`config.mk`:
```
export PLATFORM = sky130hd
export DESIGN_NAME = ultrasonic_echo_ranger_unit
export DESIGN_NICKNAME = d
export VERILOG_FILES = /design/src/design/uer_pkg.sv /design/src/design/ultrasonic_echo_ranger_unit.sv /design/src/design/uer_fsm.sv /design/src/design/uer_range.sv
export SDC_FILE = /design/constraint.sdc
export NUM_CORES = 1
export LEC_CHECK = 0
export ABC_CLOCK_PERIOD_IN_PS = 6600
export BUFFER_PORTS_ARGS = -buffer_cell sky130_fd_sc_hd__buf_2
export CAP_MARGIN = 30
export CELL_PAD_IN_SITES_DETAIL_PLACEMENT = 1
export CELL_PAD_IN_SITES_GLOBAL_PLACEMENT = 1
export CORE_ASPECT_RATIO = 0.7
export CORE_MARGIN = 2
export CORE_UTILIZATION = 48
export CTS_CLUSTER_DIAMETER = 30
export DETAILED_ROUTE_END_ITERATION = 6
export GPL_TIMING_DRIVEN = 0
export PLACE_DENSITY = 0.85
export SLEW_MARGIN = 20
export SYNTH_ARGS = -nofsm -noshare
export SYNTH_HDL_FRONTEND = slang
export SYNTH_SLANG_ARGS = --single-unit
```
`constraint.sdc`:
```
create_clock -name i_clk -period 6.6 [get_ports i_clk]
set_input_delay 0.33 -clock i_clk [delete_from_list [all_inputs] [get_ports i_clk]]
set_output_delay 0.33 -clock i_clk [all_outputs]
set_load 0.1 [all_outputs]
```
`src/design/uer_pkg.sv`:
```
`timescale 1ns / 1ps
`default_nettype none
// ----------------------------------------------------------------------------
// uer_pkg
// shared types, register indexes and constants of the echo ranger
// ----------------------------------------------------------------------------
package uer_pkg;

    // widths of the fixed fields
    localparam int unsigned DistW  = 13;
    localparam int unsigned CountW = 16;
    localparam int unsigned TrigW  = 8;
    localparam int unsigned CfgIdxW  = 8;
    localparam int unsigned CfgDataW = 16;

    // length to distance: (len * 281) >> 10, cm with 4 fraction bits
    localparam int unsigned DistMul   = 281;
    localparam int unsigned DistShift = 10;
    localparam int unsigned ProdW     = CountW + 9;
    localparam int unsigned RawW      = ProdW - DistShift;
    localparam logic [RawW-1:0] DistMin = RawW'(8);
    localparam logic [RawW-1:0] DistMax = RawW'(7200);

    // configuration register indexes
    localparam logic [CfgIdxW-1:0] CFG_EMERGENCY_LIMIT = CfgIdxW'(0);
    localparam logic [CfgIdxW-1:0] CFG_SAFE_LIMIT      = CfgIdxW'(1);
    localparam logic [CfgIdxW-1:0] CFG_WAIT_LIMIT      = CfgIdxW'(2);
    localparam logic [CfgIdxW-1:0] CFG_TRIGGER_WIDTH   = CfgIdxW'(3);

    // configuration reset values
    localparam logic [DistW-1:0]  EmergencyReset = DistW'(320);
    localparam logic [DistW-1:0]  SafeReset      = DistW'(800);
    localparam logic [CountW-1:0] WaitReset      = CountW'(30000);
    localparam logic [TrigW-1:0]  TrigReset      = TrigW'(12);

    typedef enum logic [1:0] {
        PH_IDLE = 2'd0,
        PH_TRIG = 2'd1,
        PH_RISE = 2'd2,
        PH_HIGH = 2'd3
    } t_phase;

    typedef enum logic [1:0] {
        CLS_INVALID   = 2'd0,
        CLS_EMERGENCY = 2'd1,
        CLS_SAFE      = 2'd2,
        CLS_FAR       = 2'd3
    } t_range_class;

    // what one tick of the sequencer produces
    typedef struct packed {
        t_phase            phase_next;
        logic              done;
        logic              pulse_end;
        logic [CountW-1:0] pulse_len;
    } t_fsm_step;

    // converted and classed pulse
    typedef struct packed {
        logic             ok;
        logic [DistW-1:0] dist_q4;
        t_range_class     cls;
    } t_range_res;

endpackage
`default_nettype wire

```
`src/design/ultrasonic_echo_ranger_unit.sv`:
```
`timescale 1ns / 1ps
`default_nettype none
// ----------------------------------------------------------------------------
// ultrasonic_echo_ranger_unit
// ultrasonic ranging controller: trigger pulse, echo timing, distance, class
// ----------------------------------------------------------------------------
// result: a result word is valid in the cycle after its input word is accepted
// throughput: one input word per cycle unless a held result word stalls the input,
//   set by the sequencer step plus one 16x9 multiply between the state and the result register
// reset: synchronous active low; idle phase, count zero, last distance zero,
//   class invalid, limits back to 320 / 800 / 30000 ticks / 12 ticks
// ----------------------------------------------------------------------------
module ultrasonic_echo_ranger_unit (
    input  wire logic                            i_clk,
    input  wire logic                            i_rst_n,
    // input words, one per microsecond tick
    input  wire logic                            i_in_valid,
    output      logic                            o_in_ready,
    input  wire logic                            i_start_request,
    input  wire logic                            i_echo_level,
    // result words
    output      logic                            o_out_valid,
    input  wire logic                            i_out_ready,
    output      logic                            o_trigger_level,
    output      logic                            o_busy_res,
    output      logic                            o_done_res,
    output      logic [uer_pkg::DistW-1:0]       o_distance_q4,
    output      logic [1:0]                      o_range_class,
    // configuration writes
    input  wire logic                            i_cfg_valid,
    output      logic                            o_cfg_ready,
    input  wire logic [uer_pkg::CfgIdxW-1:0]     i_cfg_index,
    input  wire logic [uer_pkg::CfgDataW-1:0]    i_cfg_data
);

    // configuration registers
    logic [uer_pkg::DistW-1:0]  r_emergency_limit;
    logic [uer_pkg::DistW-1:0]  r_safe_limit;
    logic [uer_pkg::CountW-1:0] r_wait_limit;
    logic [uer_pkg::TrigW-1:0]  r_trig_width;

    // last measurement, kept until the next one finishes
    logic [uer_pkg::DistW-1:0]  r_last_dist, n_last_dist;
    uer_pkg::t_range_class      r_last_cls, n_last_cls;

    // output register
    logic                       r_out_valid;
    logic                       r_trigger, r_busy, r_done;
    logic [uer_pkg::DistW-1:0]  r_dist;
    uer_pkg::t_range_class      r_cls;

    logic                       w_in_acc;
    uer_pkg::t_fsm_step         w_step;
    uer_pkg::t_range_res        w_range;

    // the output register frees itself whenever the far side takes its word,
    // so a word can enter in the same cycle as the previous one leaves
    assign o_in_ready  = !r_out_valid || i_out_ready;
    assign w_in_acc    = i_in_valid && o_in_ready;
    assign o_cfg_ready = 1'b1;

    // config writes take effect at once; unknown indexes are dropped
    always_ff @(posedge i_clk) begin
        if (!i_rst_n) begin
            r_emergency_limit <= uer_pkg::EmergencyReset;
            r_safe_limit      <= uer_pkg::SafeReset;
            r_wait_limit      <= uer_pkg::WaitReset;
            r_trig_width      <= uer_pkg::TrigReset;
        end else if (i_cfg_valid) begin
            case (i_cfg_index)
                uer_pkg::CFG_EMERGENCY_LIMIT: r_emergency_limit <= i_cfg_data[uer_pkg::DistW-1:0];
                uer_pkg::CFG_SAFE_LIMIT:      r_safe_limit      <= i_cfg_data[uer_pkg::DistW-1:0];
                uer_pkg::CFG_WAIT_LIMIT:      r_wait_limit      <= i_cfg_data[uer_pkg::CountW-1:0];
                uer_pkg::CFG_TRIGGER_WIDTH:   r_trig_width      <= i_cfg_data[uer_pkg::TrigW-1:0];
                default: ;
            endcase
        end
    end

    // phase sequencer, steps once per accepted word
    uer_fsm u_fsm (
        .i_clk        (i_clk),
        .i_rst_n      (i_rst_n),
        .i_step       (w_in_acc),
        .i_start      (i_start_request),
        .i_echo       (i_echo_level),
        .i_trig_width (r_trig_width),
        .i_wait_limit (r_wait_limit),
        .o_step       (w_step)
    );

    // distance from the counted pulse length
    uer_range u_range (
        .i_len             (w_step.pulse_len),
        .i_emergency_limit (r_emergency_limit),
        .i_safe_limit      (r_safe_limit),
        .o_res             (w_range)
    );

    // a finish on timeout or an out-of-range pulse both clear the last value
    always_comb begin
        n_last_dist = r_last_dist;
        n_last_cls  = r_last_cls;
        if (w_step.done) begin
            if (w_step.pulse_end) begin
                n_last_dist = w_range.dist_q4;
                n_last_cls  = w_range.cls;
            end else begin
                n_last_dist = '0;
                n_last_cls  = uer_pkg::CLS_INVALID;
            end
        end
    end

    always_ff @(posedge i_clk) begin
        if (!i_rst_n) begin
            r_last_dist <= '0;
            r_last_cls  <= uer_pkg::CLS_INVALID;
        end else if (w_in_acc) begin
            r_last_dist <= n_last_dist;
            r_last_cls  <= n_last_cls;
        end
    end

    // result word shows the state after the tick
    always_ff @(posedge i_clk) begin
        if (!i_rst_n) begin
            r_out_valid <= 1'b0;
        end else if (w_in_acc) begin
            r_out_valid <= 1'b1;
        end else if (i_out_ready) begin
            r_out_valid <= 1'b0;
        end
    end

    always_ff @(posedge i_clk) begin
        if (w_in_acc) begin
            r_trigger <= (w_step.phase_next == uer_pkg::PH_TRIG);
            r_busy    <= (w_step.phase_next != uer_pkg::PH_IDLE);
            r_done    <= w_step.done;
            r_dist    <= n_last_dist;
            r_cls     <= n_last_cls;
        end
    end

    assign o_out_valid     = r_out_valid;
    assign o_trigger_level = r_trigger;
    assign o_busy_res      = r_busy;
    assign o_done_res      = r_done;
    assign o_distance_q4   = r_dist;
    assign o_range_class   = r_cls;

endmodule
`default_nettype wire

```
`src/design/uer_fsm.sv`:
```
`timescale 1ns / 1ps
`default_nettype none
// ----------------------------------------------------------------------------
// uer_fsm
// trigger / echo wait / pulse timing sequencer, one step per accepted word
// ----------------------------------------------------------------------------
module uer_fsm (
    input  wire logic                          i_clk,
    input  wire logic                          i_rst_n,
    input  wire logic                          i_step,
    input  wire logic                          i_start,
    input  wire logic                          i_echo,
    input  wire logic [uer_pkg::TrigW-1:0]     i_trig_width,
    input  wire logic [uer_pkg::CountW-1:0]    i_wait_limit,
    output uer_pkg::t_fsm_step                 o_step
);

    uer_pkg::t_phase              r_phase, n_phase;
    logic [uer_pkg::CountW-1:0]   r_count, n_count;
    logic                         w_trig_end;
    logic                         w_timeout;

    assign w_trig_end = r_count >= uer_pkg::CountW'(i_trig_width);
    assign w_timeout  = r_count >= i_wait_limit;

    // next state
    always_comb begin
        n_phase = r_phase;
        case (r_phase)
            uer_pkg::PH_IDLE: begin
                if (i_start) n_phase = uer_pkg::PH_TRIG;
            end
            uer_pkg::PH_TRIG: begin
                if (w_trig_end) n_phase = uer_pkg::PH_RISE;
            end
            uer_pkg::PH_RISE: begin
                if (i_echo) n_phase = uer_pkg::PH_HIGH;
                else if (w_timeout) n_phase = uer_pkg::PH_IDLE;
            end
            uer_pkg::PH_HIGH: begin
                if (!i_echo || w_timeout) n_phase = uer_pkg::PH_IDLE;
            end
            default: n_phase = uer_pkg::PH_IDLE;
        endcase
    end

    // counter and finish flags
    always_comb begin
        n_count          = r_count + uer_pkg::CountW'(1);
        o_step.done      = 1'b0;
        o_step.pulse_end = 1'b0;
        case (r_phase)
            uer_pkg::PH_IDLE: begin
                n_count = i_start ? uer_pkg::CountW'(1) : '0;
            end
            uer_pkg::PH_TRIG: begin
                if (w_trig_end) n_count = '0;
            end
            uer_pkg::PH_RISE: begin
                if (i_echo) begin
                    n_count = uer_pkg::CountW'(1);
                end else if (w_timeout) begin
                    n_count     = '0;
                    o_step.done = 1'b1;
                end
            end
            uer_pkg::PH_HIGH: begin
                if (!i_echo) begin
                    n_count          = '0;
                    o_step.done      = 1'b1;
                    o_step.pulse_end = 1'b1;
                end else if (w_timeout) begin
                    n_count     = '0;
                    o_step.done = 1'b1;
                end
            end
            default: n_count = '0;
        endcase
        o_step.phase_next = n_phase;
        o_step.pulse_len  = r_count;
    end

    always_ff @(posedge i_clk) begin
        if (!i_rst_n) begin
            r_phase <= uer_pkg::PH_IDLE;
            r_count <= '0;
        end else if (i_step) begin
            r_phase <= n_phase;
            r_count <= n_count;
        end
    end

endmodule
`default_nettype wire

```
`src/design/uer_range.sv`:
```
`timescale 1ns / 1ps
`default_nettype none
// ----------------------------------------------------------------------------
// uer_range
// pulse length to distance, range check and class against the two limits
// ----------------------------------------------------------------------------
module uer_range (
    input  wire logic [uer_pkg::CountW-1:0] i_len,
    input  wire logic [uer_pkg::DistW-1:0]  i_emergency_limit,
    input  wire logic [uer_pkg::DistW-1:0]  i_safe_limit,
    output uer_pkg::t_range_res             o_res
);

    logic [uer_pkg::ProdW-1:0] w_prod;
    logic [uer_pkg::RawW-1:0]  w_raw;
    logic [uer_pkg::DistW-1:0] w_dist;

    assign w_prod = uer_pkg::ProdW'(i_len) * uer_pkg::ProdW'(uer_pkg::DistMul);
    assign w_raw  = w_prod[uer_pkg::ProdW-1:uer_pkg::DistShift];
    assign w_dist = w_raw[uer_pkg::DistW-1:0];

    always_comb begin
        o_res.ok = (w_raw >= uer_pkg::DistMin) && (w_raw <= uer_pkg::DistMax);
        if (!o_res.ok) begin
            o_res.dist_q4 = '0;
            o_res.cls     = uer_pkg::CLS_INVALID;
        end else begin
            o_res.dist_q4 = w_dist;
            if (w_dist < i_emergency_limit) o_res.cls = uer_pkg::CLS_EMERGENCY;
            else if (w_dist <= i_safe_limit) o_res.cls = uer_pkg::CLS_SAFE;
            else o_res.cls = uer_pkg::CLS_FAR;
        end
    end

endmodule
`default_nettype wire

```
---- Word-level counts from Yosys, hierarchy flattened ----
Index checks and enable logic that the tools add are counted.
operators by class
  add/subtract/negate cells ............... 1
  mux-type cells .......................... 27
  equal/unequal tests ..................... 7
  order comparisons ....................... 6
  reduce and logical (&&, ||, !) cells .... 14
  multiply operators ...................... 1
operators with widths
  kind                                                                     number
  16-bit 2-to-1 mux                                                        4
  16-bit one-hot mux with 4 select lines                                   1
  13-bit 2-to-1 mux                                                        2
  16-bit by 9-bit multiplier with 25-bit output, second input constant     1
  16-bit by 1-bit adder with 16-bit output, second input constant          1
  8-bit by 2-bit equality test with 1-bit output, second input constant    2
  16-bit >= comparator                                                     1
  16-bit by 8-bit >= comparator with 1-bit output                          1
  2-bit 2-to-1 mux                                                         8
  15-bit by 4-bit >= comparator with 1-bit output, second input constant   1
  15-bit by 13-bit <= comparator with 1-bit output, second input constant  1
  15-bit 2-to-1 mux                                                        1
  13-bit <= comparator                                                     1
  13-bit < comparator                                                      1
  1-bit 2-to-1 mux                                                         9
  8-bit by 1-bit equality test with 1-bit output, second input constant    1
  8-bit logical NOT                                                        1
  2-bit one-hot mux with 4 select lines                                    1
  2-bit AND reduction                                                      4
  2-bit by 1-bit equality test with 1-bit output, second input constant    2
  2-bit equality test, second input constant                               2
  2-bit nonzero test                                                       2
  1-bit logical AND                                                        2
  1-bit logical NOT                                                        2
  3 further kinds                                                          4
storage, ports and cells
  register bits after elaboration ......... 102
  logic and storage cells ................. 70
  output and inout bits ................... 21

---- Longest topological paths before layout ----
Gate-level depths: netlist (run 1).
  depth in word-level cells ............... 7
  gate-level depth with buffers ........... 24
  gate-level depth less buffers ........... 23

---- Hierarchy ----
Synthesis (run 1) repeated with hierarchy kept, for this count alone.
second synthesis, totals
  cell total of the unflattened synthesis .. 844
  area, all modules ....................... 7553.5 µm²
modules (own cells, without submodules)
  module                       cells each  area an instance (µm²)  sequential area each (µm²)  instances
  ultrasonic_echo_ranger_unit  324         3308.2                  1861.8                      1
  uer_range                    321         2697.6                  0.0                         1
  uer_fsm                      199         1547.7                  360.3                       1

---- Worst setup path after synthesis (run 1) ----
Ideal clock, no wire load.
  path type ............................... reg2reg
  from .................................... reg u_fsm.r_count[10] (netlist bit)
  to ...................................... reg r_cls[0], in the netlist o_range_class[0], data pin
  stages on the path, launching flop included .. 24
  buffers on the path ..................... 0
  path slack .............................. 1069 ps
  library setup time ...................... 267 ps
  arrival ................................. 5264 ps
  cell sequence ........................... dfxtp_1 > inv_1 > ha_1 > ha_1 > fa_1 > inv_1 > fa_1 > inv_1 > ha_1 > and2_1 > nand3_1 > a41oi_2 > nand4_1 > nand2_1 > a21oi_1 > xnor2_1 > ha_1 > a21o_1 > a21oi_1 > o31a_1 > o22a_1 > a21oi_1 > nor4_1 > o21ai_0
between the ends
  longest elaborated chain between the ends .. 7
ends and longest elaborated chain
  what                                           RTL line                            source
  start: declaration                             uer_fsm.sv:19                       logic [uer_pkg::CountW-1:0] r_count, n_count;
  start signal: assignment                       uer_fsm.sv:89                       r_count <= n_count;
  16-bit by 9-bit multiplier with 25-bit output  uer_range.sv:18                     assign w_prod = uer_pkg::ProdW'(i_len) * uer_pkg::ProdW'(uer_pkg::DistMul);
  13-bit <= comparator                           uer_range.sv:30                     else if (w_dist <= i_safe_limit) o_res.cls = uer_pkg::CLS_SAFE;
  1-bit 2-to-1 mux                               uer_range.sv:30
  2-bit 2-to-1 mux                               uer_range.sv:29                     if (w_dist < i_emergency_limit) o_res.cls = uer_pkg::CLS_EMERGENCY;
  15-bit 2-to-1 mux                              uer_range.sv:24                     if (!o_res.ok) begin
  2-bit 2-to-1 mux                               ultrasonic_echo_ranger_unit.sv:105  if (w_step.pulse_end) begin
  2-bit 2-to-1 mux (*)                           ultrasonic_echo_ranger_unit.sv:104  if (w_step.done) begin
  via n_last_cls[0]                              ultrasonic_echo_ranger_unit.sv:44   uer_pkg::t_range_class r_last_cls, n_last_cls;
  end signal: assignment                         ultrasonic_echo_ranger_unit.sv:142  r_cls <= n_last_cls;
  end: declaration                               ultrasonic_echo_ranger_unit.sv:50   uer_pkg::t_range_class r_cls;
The timed path passes the listed nets; every way through them passes the cells marked *.
A chain may end at the register's enable or synchronous reset.

---- Worst setup path in the final report (run 1) ----
  from .................................... reg u_fsm.r_count[6] (netlist bit)
  to ...................................... reg r_cls[0], in the netlist o_range_class[0], data pin
Same word-level chain as after synthesis.

==> flow_metrics.tcl, run 1 <==
set metrics [dict create \
    cts_buffer_depth 2 \
    cellLeakagePower_uw 0.00426 \
    path_class "register to register" \
    cp_common_cell "ha_1" \
    grt_max_degree 28 \
    status "finished clean" \
    cpMaxStageDelayCell "xor2_1" \
    crit_path_max_incr_delay_ns 0.77 \
    powerDensity_nw_per_um2 156 \
    yosysSeqAreaShare_pct 28.9 \
    tns_ns 0 \
    path_cells "ha_1 -> ha_1 -> inv_1 -> fa_1 -> inv_1 -> fa_1 -> ha_1 -> a21o_1 -> a21oi_4 -> o21ai_1 -> xor2_1 -> ha_1 -> nor2b_1 -> o31ai_1 -> a31oi_1 -> a21oi_1 -> o31a_1 -> o22a_1 -> a21oi_1 -> nor4_2 -> o21ai_0" \
    clock_latency_ns 0.37 \
    cp-end-kind "register" \
    drt_iter0_markers 610 \
    syn_area_um2 7690 \
    async_reset_ff_share_pct 0 \
    num_vias 6836 \
    regArea_um2 2230 \
    placed_cell_area_um2 8200 \
    maxSlewViolCount 0 \
    synthesis.nets 1030 \
    finClkSkew_ns 0.0178 \
    ys.flop_type "dfxtp_1" \
    hold_path.class "primary input to register" \
    first_pass_iters 4 \
    row_count 38 \
    rsz0062_at_grt "false" \
    wirelength_um 23800 \
    setup_violations 0 \
    ios 52 \
    grt_pass1_wl_um 38400 \
    syn_inst 857 \
    layout-drive-gt1-share_pct 11.9 \
    cp.required_ns 6.70 \
    antenna_found_initial 1 \
    fill_cells 1875 \
    track_usage_pct 29.3 \
    cp_max_fo 8 \
    stdcell_area_um2 8620 \
    hold-worst-slack_ns 0.206 \
    initial_core_util_pct 49.3 \
    grt_pass1_vias 7084 \
    ant_nets 0 \
    min_period_ns 6.30 \
    drv_cap 0 \
    fp.coreArea_um2 15600 \
    cts_tree "done" \
    ys_types 75 \
    fp.dieW_um 155 \
    multi_input_area_um2 4960 \
    clk_pin_slew_ns 0.08 \
    critPathLaunchType "register" \
    max-slew-margin-rel_pct 36.0 \
    placed_cells 1106 \
    synth_warnings 0 \
    vias_per_cell 6.05 \
    die-area_um2 17100 \
    peakVddDrop_mv 0.115 \
    root_buffer "clkbuf_16" \
    die_y_um 110 \
    fmax_mhz 159 \
    fin_cells 1130 \
    tightest_slew_ns 0.957 \
    power_uw 1340 \
    io_buffers 49 \
    syn_area_per_cell_um2 8.98 \
    grt_overflow 0 \
    place_hpwl_um 18100 \
    drt_drc_violations_left 0 \
    hold_viol 0 \
    cp.arrival_ns 6.41 \
    cts-buffers-inserted 9 \
    ctsHtreeMaxLevel 3 \
    synth_edf_count 18 \
    ys_ff_latch 102 \
    routedWlPerCell_um 21.1 \
    cts_hold_buf 0 \
    cts.sinks 102 \
    nets 1097 \
    globalplace.congestion 0.843 \
    syn2layout_area_growth_pct 12.1 \
    fin_crit_sh_pct 95.5 \
]
==> cell usage after synthesis, types with 3 or more instances <==
cell type	n	area share, %
ha_1	120	20
inv_1	113	5.5
dfxtp_1	84	22
nand2_1	77	3.8
nor2_1	55	2.7
a21oi_1	43	2.8
o21ai_0	40	2.6
mux2i_1	33	4.3
fa_1	22	5.7
clkbuf_1	20	0.98
edfxtp_1	18	7.0
nand3_1	17	1.1
a21o_1	15	1.5
a32o_1	13	1.7
and3_1	13	1.1
nand4_1	13	1.1
a22o_1	12	1.4
nor4_1	12	0.98
o211ai_1	11	1.1
o31ai_1	8	0.78
xnor2_1	7	0.80
and2_1	6	0.49
nand3b_1	6	0.59
nor3_1	6	0.39
nor2b_1	5	0.41
xor2_1	5	0.57
a21boi_0	4	0.39
a31oi_1	4	0.33
nand2b_1	4	0.33
a211oi_1	3	0.29
a31o_2	3	0.34
and4_1	3	0.34
buf_1	3	0.15
nand4b_1	3	0.34
o21a_1	3	0.29
or2_2	3	0.24
==> power by group <==
group          internal [uW]  switching [uW]  leakage [uW]
sequential               639            4.81      0.000862
combinational           22.4            98.7       0.00324
clock                    292             286      0.000155
total                    954             390       0.00426
==> worst max-delay path, delay by kind of cell (launching register included) <==
family          cells  cell delay (ns)
compound gates     10             1.85
fa+ha+maj           6             2.35
flops               1             0.48
simple gates        2             0.47
buf+inv             2             0.12
xor+xnor            1             0.77
==> routing by layer <==
| metal | GRT usage, % | wire [um] | part of all wire (%) | vias to the layer above |
|---|---|---|---|---|
| met2 | 49.1 | 10800 | 45 | 204 |
| met5 | 0 | 0 | 0 | - |
| met1 | 40.2 | 11200 | 47 | 3421 |
| met3 | 3.63 | 1390 | 5.8 | 35 |
| met4 | 7.86 | 418 | 1.8 | 0 |
| li1 | - | - | - | 3176 |
==> through the flow <==
stage	util, %	worst slack (ns)
2_1_floorplan	-	1.07
3_3_place_gp	52.5	0.0615
3_5_place_dp	52.6	-0.0930
4_1_cts	54.6	0.101
5_1_grt	55.3	0.0221
6_report	55.3	0.299
==> final timing paths <==
| path | startpoint | to | slack (ns) | depth (start not counted) |
|---|---|---|---|---|
| worst min register to register | r_wait_limit[1] | r_wait_limit[1] | 0.47 | 2 |
| worst max register to register | u_fsm.r_count[6] | o_range_class[0] | 0.30 | 21 |
| worst min-delay path | i_in_valid | o_out_valid | 0.21 | 3 |
| worst max-delay path | u_fsm.r_count[6] | o_range_class[0] | 0.30 | 21 |
==> cell type report <==
type	instances	share of cell area [%]
plain buffers	30	1.67
well taps	200	2.90
inverters	113	4.92
flip-flops and latches	102	25.9
clock inverters	6	0.754
multi-input cells	612	57.5
repair buffers	56	3.45
diodes	1	0.0290
clock buffers	10	2.90
==> kinds of logic (layout without fill, tap and decap cells) <==
family	after synthesis	in the layout	synth area share [%]
other cells	1	2	0.0487
fa+ha+maj	142	142	25.2
mux	33	33	4.29
xor+xnor	12	12	1.37
flops	102	102	28.9
compound gates	191	191	17.7
buf+inv	143	215	7.37
simple gates	233	233	15.1
==> sequential cells by signal, indices dropped and copies added (netlist names), 2 cells and up <==
register and cells:
r_trig_width 8, o_range_class 2, r_emergency_limit 13, u_fsm.r_count 16, r_last_cls 2, r_wait_limit 16, r_last_dist 13, u_fsm.r_phase 2
r_safe_limit 13, o_distance_q4 13
==> layout by cell type (no fill, tap or decap), drive strengths merged, types with 3 or more instances in the layout <==
cell / netlist / final
a211oi: 4 / 4
a21boi: 4 / 4
a21o: 15 / 15
a21oi: 44 / 44
a22o: 12 / 12
a31o: 3 / 3
a31oi: 4 / 4
a32o: 13 / 13
and2: 7 / 7
and3: 13 / 13
and4: 3 / 3
buf: 9 / 65
clkbuf: 20 / 30
dfxtp: 84 / 84
edfxtp: 18 / 18
fa: 22 / 22
ha: 120 / 120
inv: 113 / 117
mux2i: 33 / 33
nand2: 77 / 77
nand2b: 4 / 4
nand3: 17 / 17
nand3b: 6 / 6
nand4: 13 / 13
nand4b: 3 / 3
nor2: 55 / 55
nor2b: 5 / 5
nor3: 6 / 6
nor4: 12 / 12
o211ai: 11 / 11
o21a: 3 / 3
o21ai: 42 / 42
o31ai: 8 / 8
or2: 4 / 4
xnor2: 7 / 7
xor2: 5 / 5
==> what timing repair did <==
action,4_1_cts,5_1_grt
endpoints found under the hold margin,0,0
pin swaps,0,1
setup endpoints to repair,1,2
gates resized for setup,1,14
buffers inserted,0,6
Power figures use the tool's default switching activity.
==> inputs of run 2 (changes only) <==
--- a/config.mk
+++ b/config.mk
@@ -5,6 +5,7 @@
 export SDC_FILE = /design/constraint.sdc
 export NUM_CORES = 1
 export LEC_CHECK = 0
+export ABC_AREA = 1
 export ABC_CLOCK_PERIOD_IN_PS = 6600
 export BUFFER_PORTS_ARGS = -buffer_cell sky130_fd_sc_hd__buf_2
 export CAP_MARGIN = 30
@@ -12,7 +13,7 @@
 export CELL_PAD_IN_SITES_GLOBAL_PLACEMENT = 1
 export CORE_ASPECT_RATIO = 0.7
 export CORE_MARGIN = 2
-export CORE_UTILIZATION = 48
+export CORE_UTILIZATION = 46
 export CTS_CLUSTER_DIAMETER = 30
 export DETAILED_ROUTE_END_ITERATION = 6
 export GPL_TIMING_DRIVEN = 0
==> run 2 against run 1 <==
Clock-buffer cell count fell by 1. Utilization fell by 3.8 points. Routed wire length rose by 2.4%. Sequential power rose by 3%. Clock power barely moved. Via count rose by 4.2%. Critical endpoint is now r_last_cls[0]. Largest cell class unchanged.
==> flow_metrics.tcl, run 2 <==
set metrics [dict create \
    status "finished clean" \
    track_usage_pct 27.4 \
    switchingPower_uw 428 \
    synth_warnings 0 \
    wirelength_um 24400 \
    ctsHtreeMaxLevel 3 \
    cts.sinks 102 \
    cp_common_cell "nand2_1" \
    fin_crit_sh_pct 83.4 \
    io_buffers 49 \
    sequentialPowerShare_pct 46.5 \
    diodes 0 \
    grt_overflow 0 \
    fmax_mhz 182 \
    combPwrFrac_pct 12.8 \
    syn_area_per_cell_um2 7.44 \
    fill_cells 2171 \
    cts_hold_buf 0 \
    ant_nets 0 \
    hold-worst-slack_ns 0.185 \
    ys_ff_latch 102 \
    final_common_cell "nand2_1" \
    vias_per_cell 5.25 \
    num_vias 7125 \
    finClkSkew_ns 0.0122 \
    synth_top_cell_area_share_pct 21.3 \
    synth_edf_count 18 \
    synth_commonest_cells "nand2_1, inv_1, ha_1, nor2_1" \
    nets 1293 \
    layout_common_cells "nand2_1, inv_1, ha_1" \
    ys_types 44 \
    rsz0062_at_grt "false" \
    ys_top_cells_by_area "dfxtp_1, ha_1, nand2_1" \
    max-slew-margin-rel_pct 46.0 \
    hold_path.class "primary input to register" \
    pre_cts_ws_ns 1.22 \
    clockPowerShare_pct 40.7 \
    syn2layout_area_growth_pct 10.7 \
    antenna_found_initial 2 \
    place_hpwl_um 19800 \
    cts-buffers-inserted 9 \
    yosys.area.top_type "dfxtp_1" \
    fp.coreArea_um2 17000 \
    root_buffer "clkbuf_16" \
    setup_violations 0 \
    cellLeakagePower_uw 0.00469 \
    grt_max_degree 28 \
    drt_drc_violations_left 0 \
    cp.buffers_inverters 8 \
    drv_cap 0 \
    cp-end-kind "register" \
    cp.arrival_ns 5.76 \
    drt_iter0_markers 397 \
    layout_setup_ws_ns 1.10 \
    fp.dieW_um 160 \
    syn_area_um2 7880 \
    path_class "register to register" \
    die-area_um2 18200 \
    die_y_um 114 \
    min_period_ns 5.50 \
    yosysSeqAreaShare_pct 28.2 \
    hold_viol 0 \
    crit_path_max_incr_delay_ns 0.58 \
    clock_latency_ns 0.36 \
    ios 52 \
    ys.flop_type "dfxtp_1" \
    initial_core_util_pct 46.5 \
    async_reset_ff_share_pct 0 \
    clk_pin_slew_ns 0.08 \
    cpMaxStageDelayCell "dfxtp_1" \
    tns_ns 0 \
    cp.required_ns 6.86 \
    cts_tree "done" \
    reg_top3 "r_wait_limit x16, u_fsm.r_count x16" \
    intPower_uw 996 \
    peakVddDrop_mv 0.113 \
    first_pass_iters 5 \
    grt_pass1_wl_um 38700 \
    layout-drive-gt1-share_pct 9.33 \
    grt_pass1_vias 7357 \
    powerDensity_nw_per_um2 163 \
    synth.most_common_cell "nand2_1" \
    critPathLaunchType "register" \
    cts_buffer_depth 2 \
    crit_family "adder cells" \
    cp_max_fo 7 \
    cts_resized 0 \
    maxSlewViolCount 0 \
    routedWlPerCell_um 18.0 \
    globalplace.congestion 0.856 \
    placed_cell_area_um2 8420 \
    synthesis.nets 1233 \
    syn_inst 1060 \
    tightest_slew_ns 0.805 \
    p_sw_share_pct 30.1 \
    post-cts-setup-buffers 0 \
    row_count 40 \
    stdcell_area_um2 8730 \
]
## run 2: cell count changes after synthesis, sizes merged, moves of 7 or more
cell	before	now
nand3	17	57
and3	13	0
nor4	12	1
o31ai	8	1
nor2	55	87
a21oi	44	85
a32o	13	0
mux2i	33	0
o21ai	42	53
inv	113	185
a22o	12	0
nand2	77	251
o211ai	11	18
a21o	15	1
## run 2: path summary, 6_finish.rpt
kind,start,cells past startpoint,endpoint,slack [ns]
worst min-delay path,i_cfg_data[13],3,r_wait_limit[13],0.18
worst min register to register,r_emergency_limit[10],2,r_emergency_limit[10],0.47
worst max-delay path,u_fsm.r_count[9],34,r_last_cls[0],1.10
worst max register to register,u_fsm.r_count[9],34,r_last_cls[0],1.10
## run 2: layout make-up
class	count	area, um2	area share, %
repair buffers	49	245	2.81
well taps	231	289	3.31
clock inverters	7	86.3	0.989
inverters	185	694	7.96
clock buffers	9	225	2.58
multi-input cells	748	4830	55.3
flip-flops and latches	102	2220	25.5
plain buffers	25	135	1.55
## run 2: worst min-delay path, delay by kind of cell
| kind | cells | cell delay [ns] |
|---|---|---|
| AO/OA/AOI/OAI | 1 | 0.06 |
| AND/OR/NAND/NOR | 1 | 0.04 |
| buffers and inverters | 1 | 0.07 |
## run 2: cell families (layout without fill, tap and decap cells)
group | Yosys count | count (layout) | synth area share, %
and+or+nand+nor | 425 | 425 | 23.4
adders and majority gates | 142 | 142 | 24.6
buffers and inverters | 210 | 275 | 10.5
other | 1 | 1 | 0.0476
xor gates and xnor gates | 14 | 14 | 1.56
DFF | 102 | 102 | 28.2
AOI/OAI and AO/OA | 166 | 166 | 11.7
## run 2: power groups by stage
| stage | logic [uW] | registers (uW) | clock network [uW] |
|---|---|---|---|
| floorplan | 66.1 | 741 | 0 |
| global placement | 175 | 676 | 0 |
| detailed placement | 182 | 678 | 0 |
| CTS | 183 | 663 | 585 |
| global route | 196 | 665 | 605 |
| finish | 182 | 663 | 579 |
## run 2: per-stage QoR
step                      total power (uW)  utilization (%)  cells
after floorplan                        807                -   1060
after global placement                 852             49.6   1340
after detailed placement               859             49.6   1340
after CTS                             1430             51.4   1356
after global routing                  1470             51.4   1356
final                                 1420             51.4   1356
## run 2: metal layers
| layer | vias to the layer above | routed length [um] | global-route usage [%] | share of wire [%] |
|---|---|---|---|---|
| met2 | 131 | 10900 | 44.5 | 45 |
| met3 | 31 | 1100 | 3.78 | 4.5 |
| met1 | 3417 | 12000 | 38.2 | 49 |
| met4 | 2 | 456 | 7.87 | 1.9 |
| met5 | - | 12 | 0 | 0.049 |
| li1 | 3544 | - | - | - |
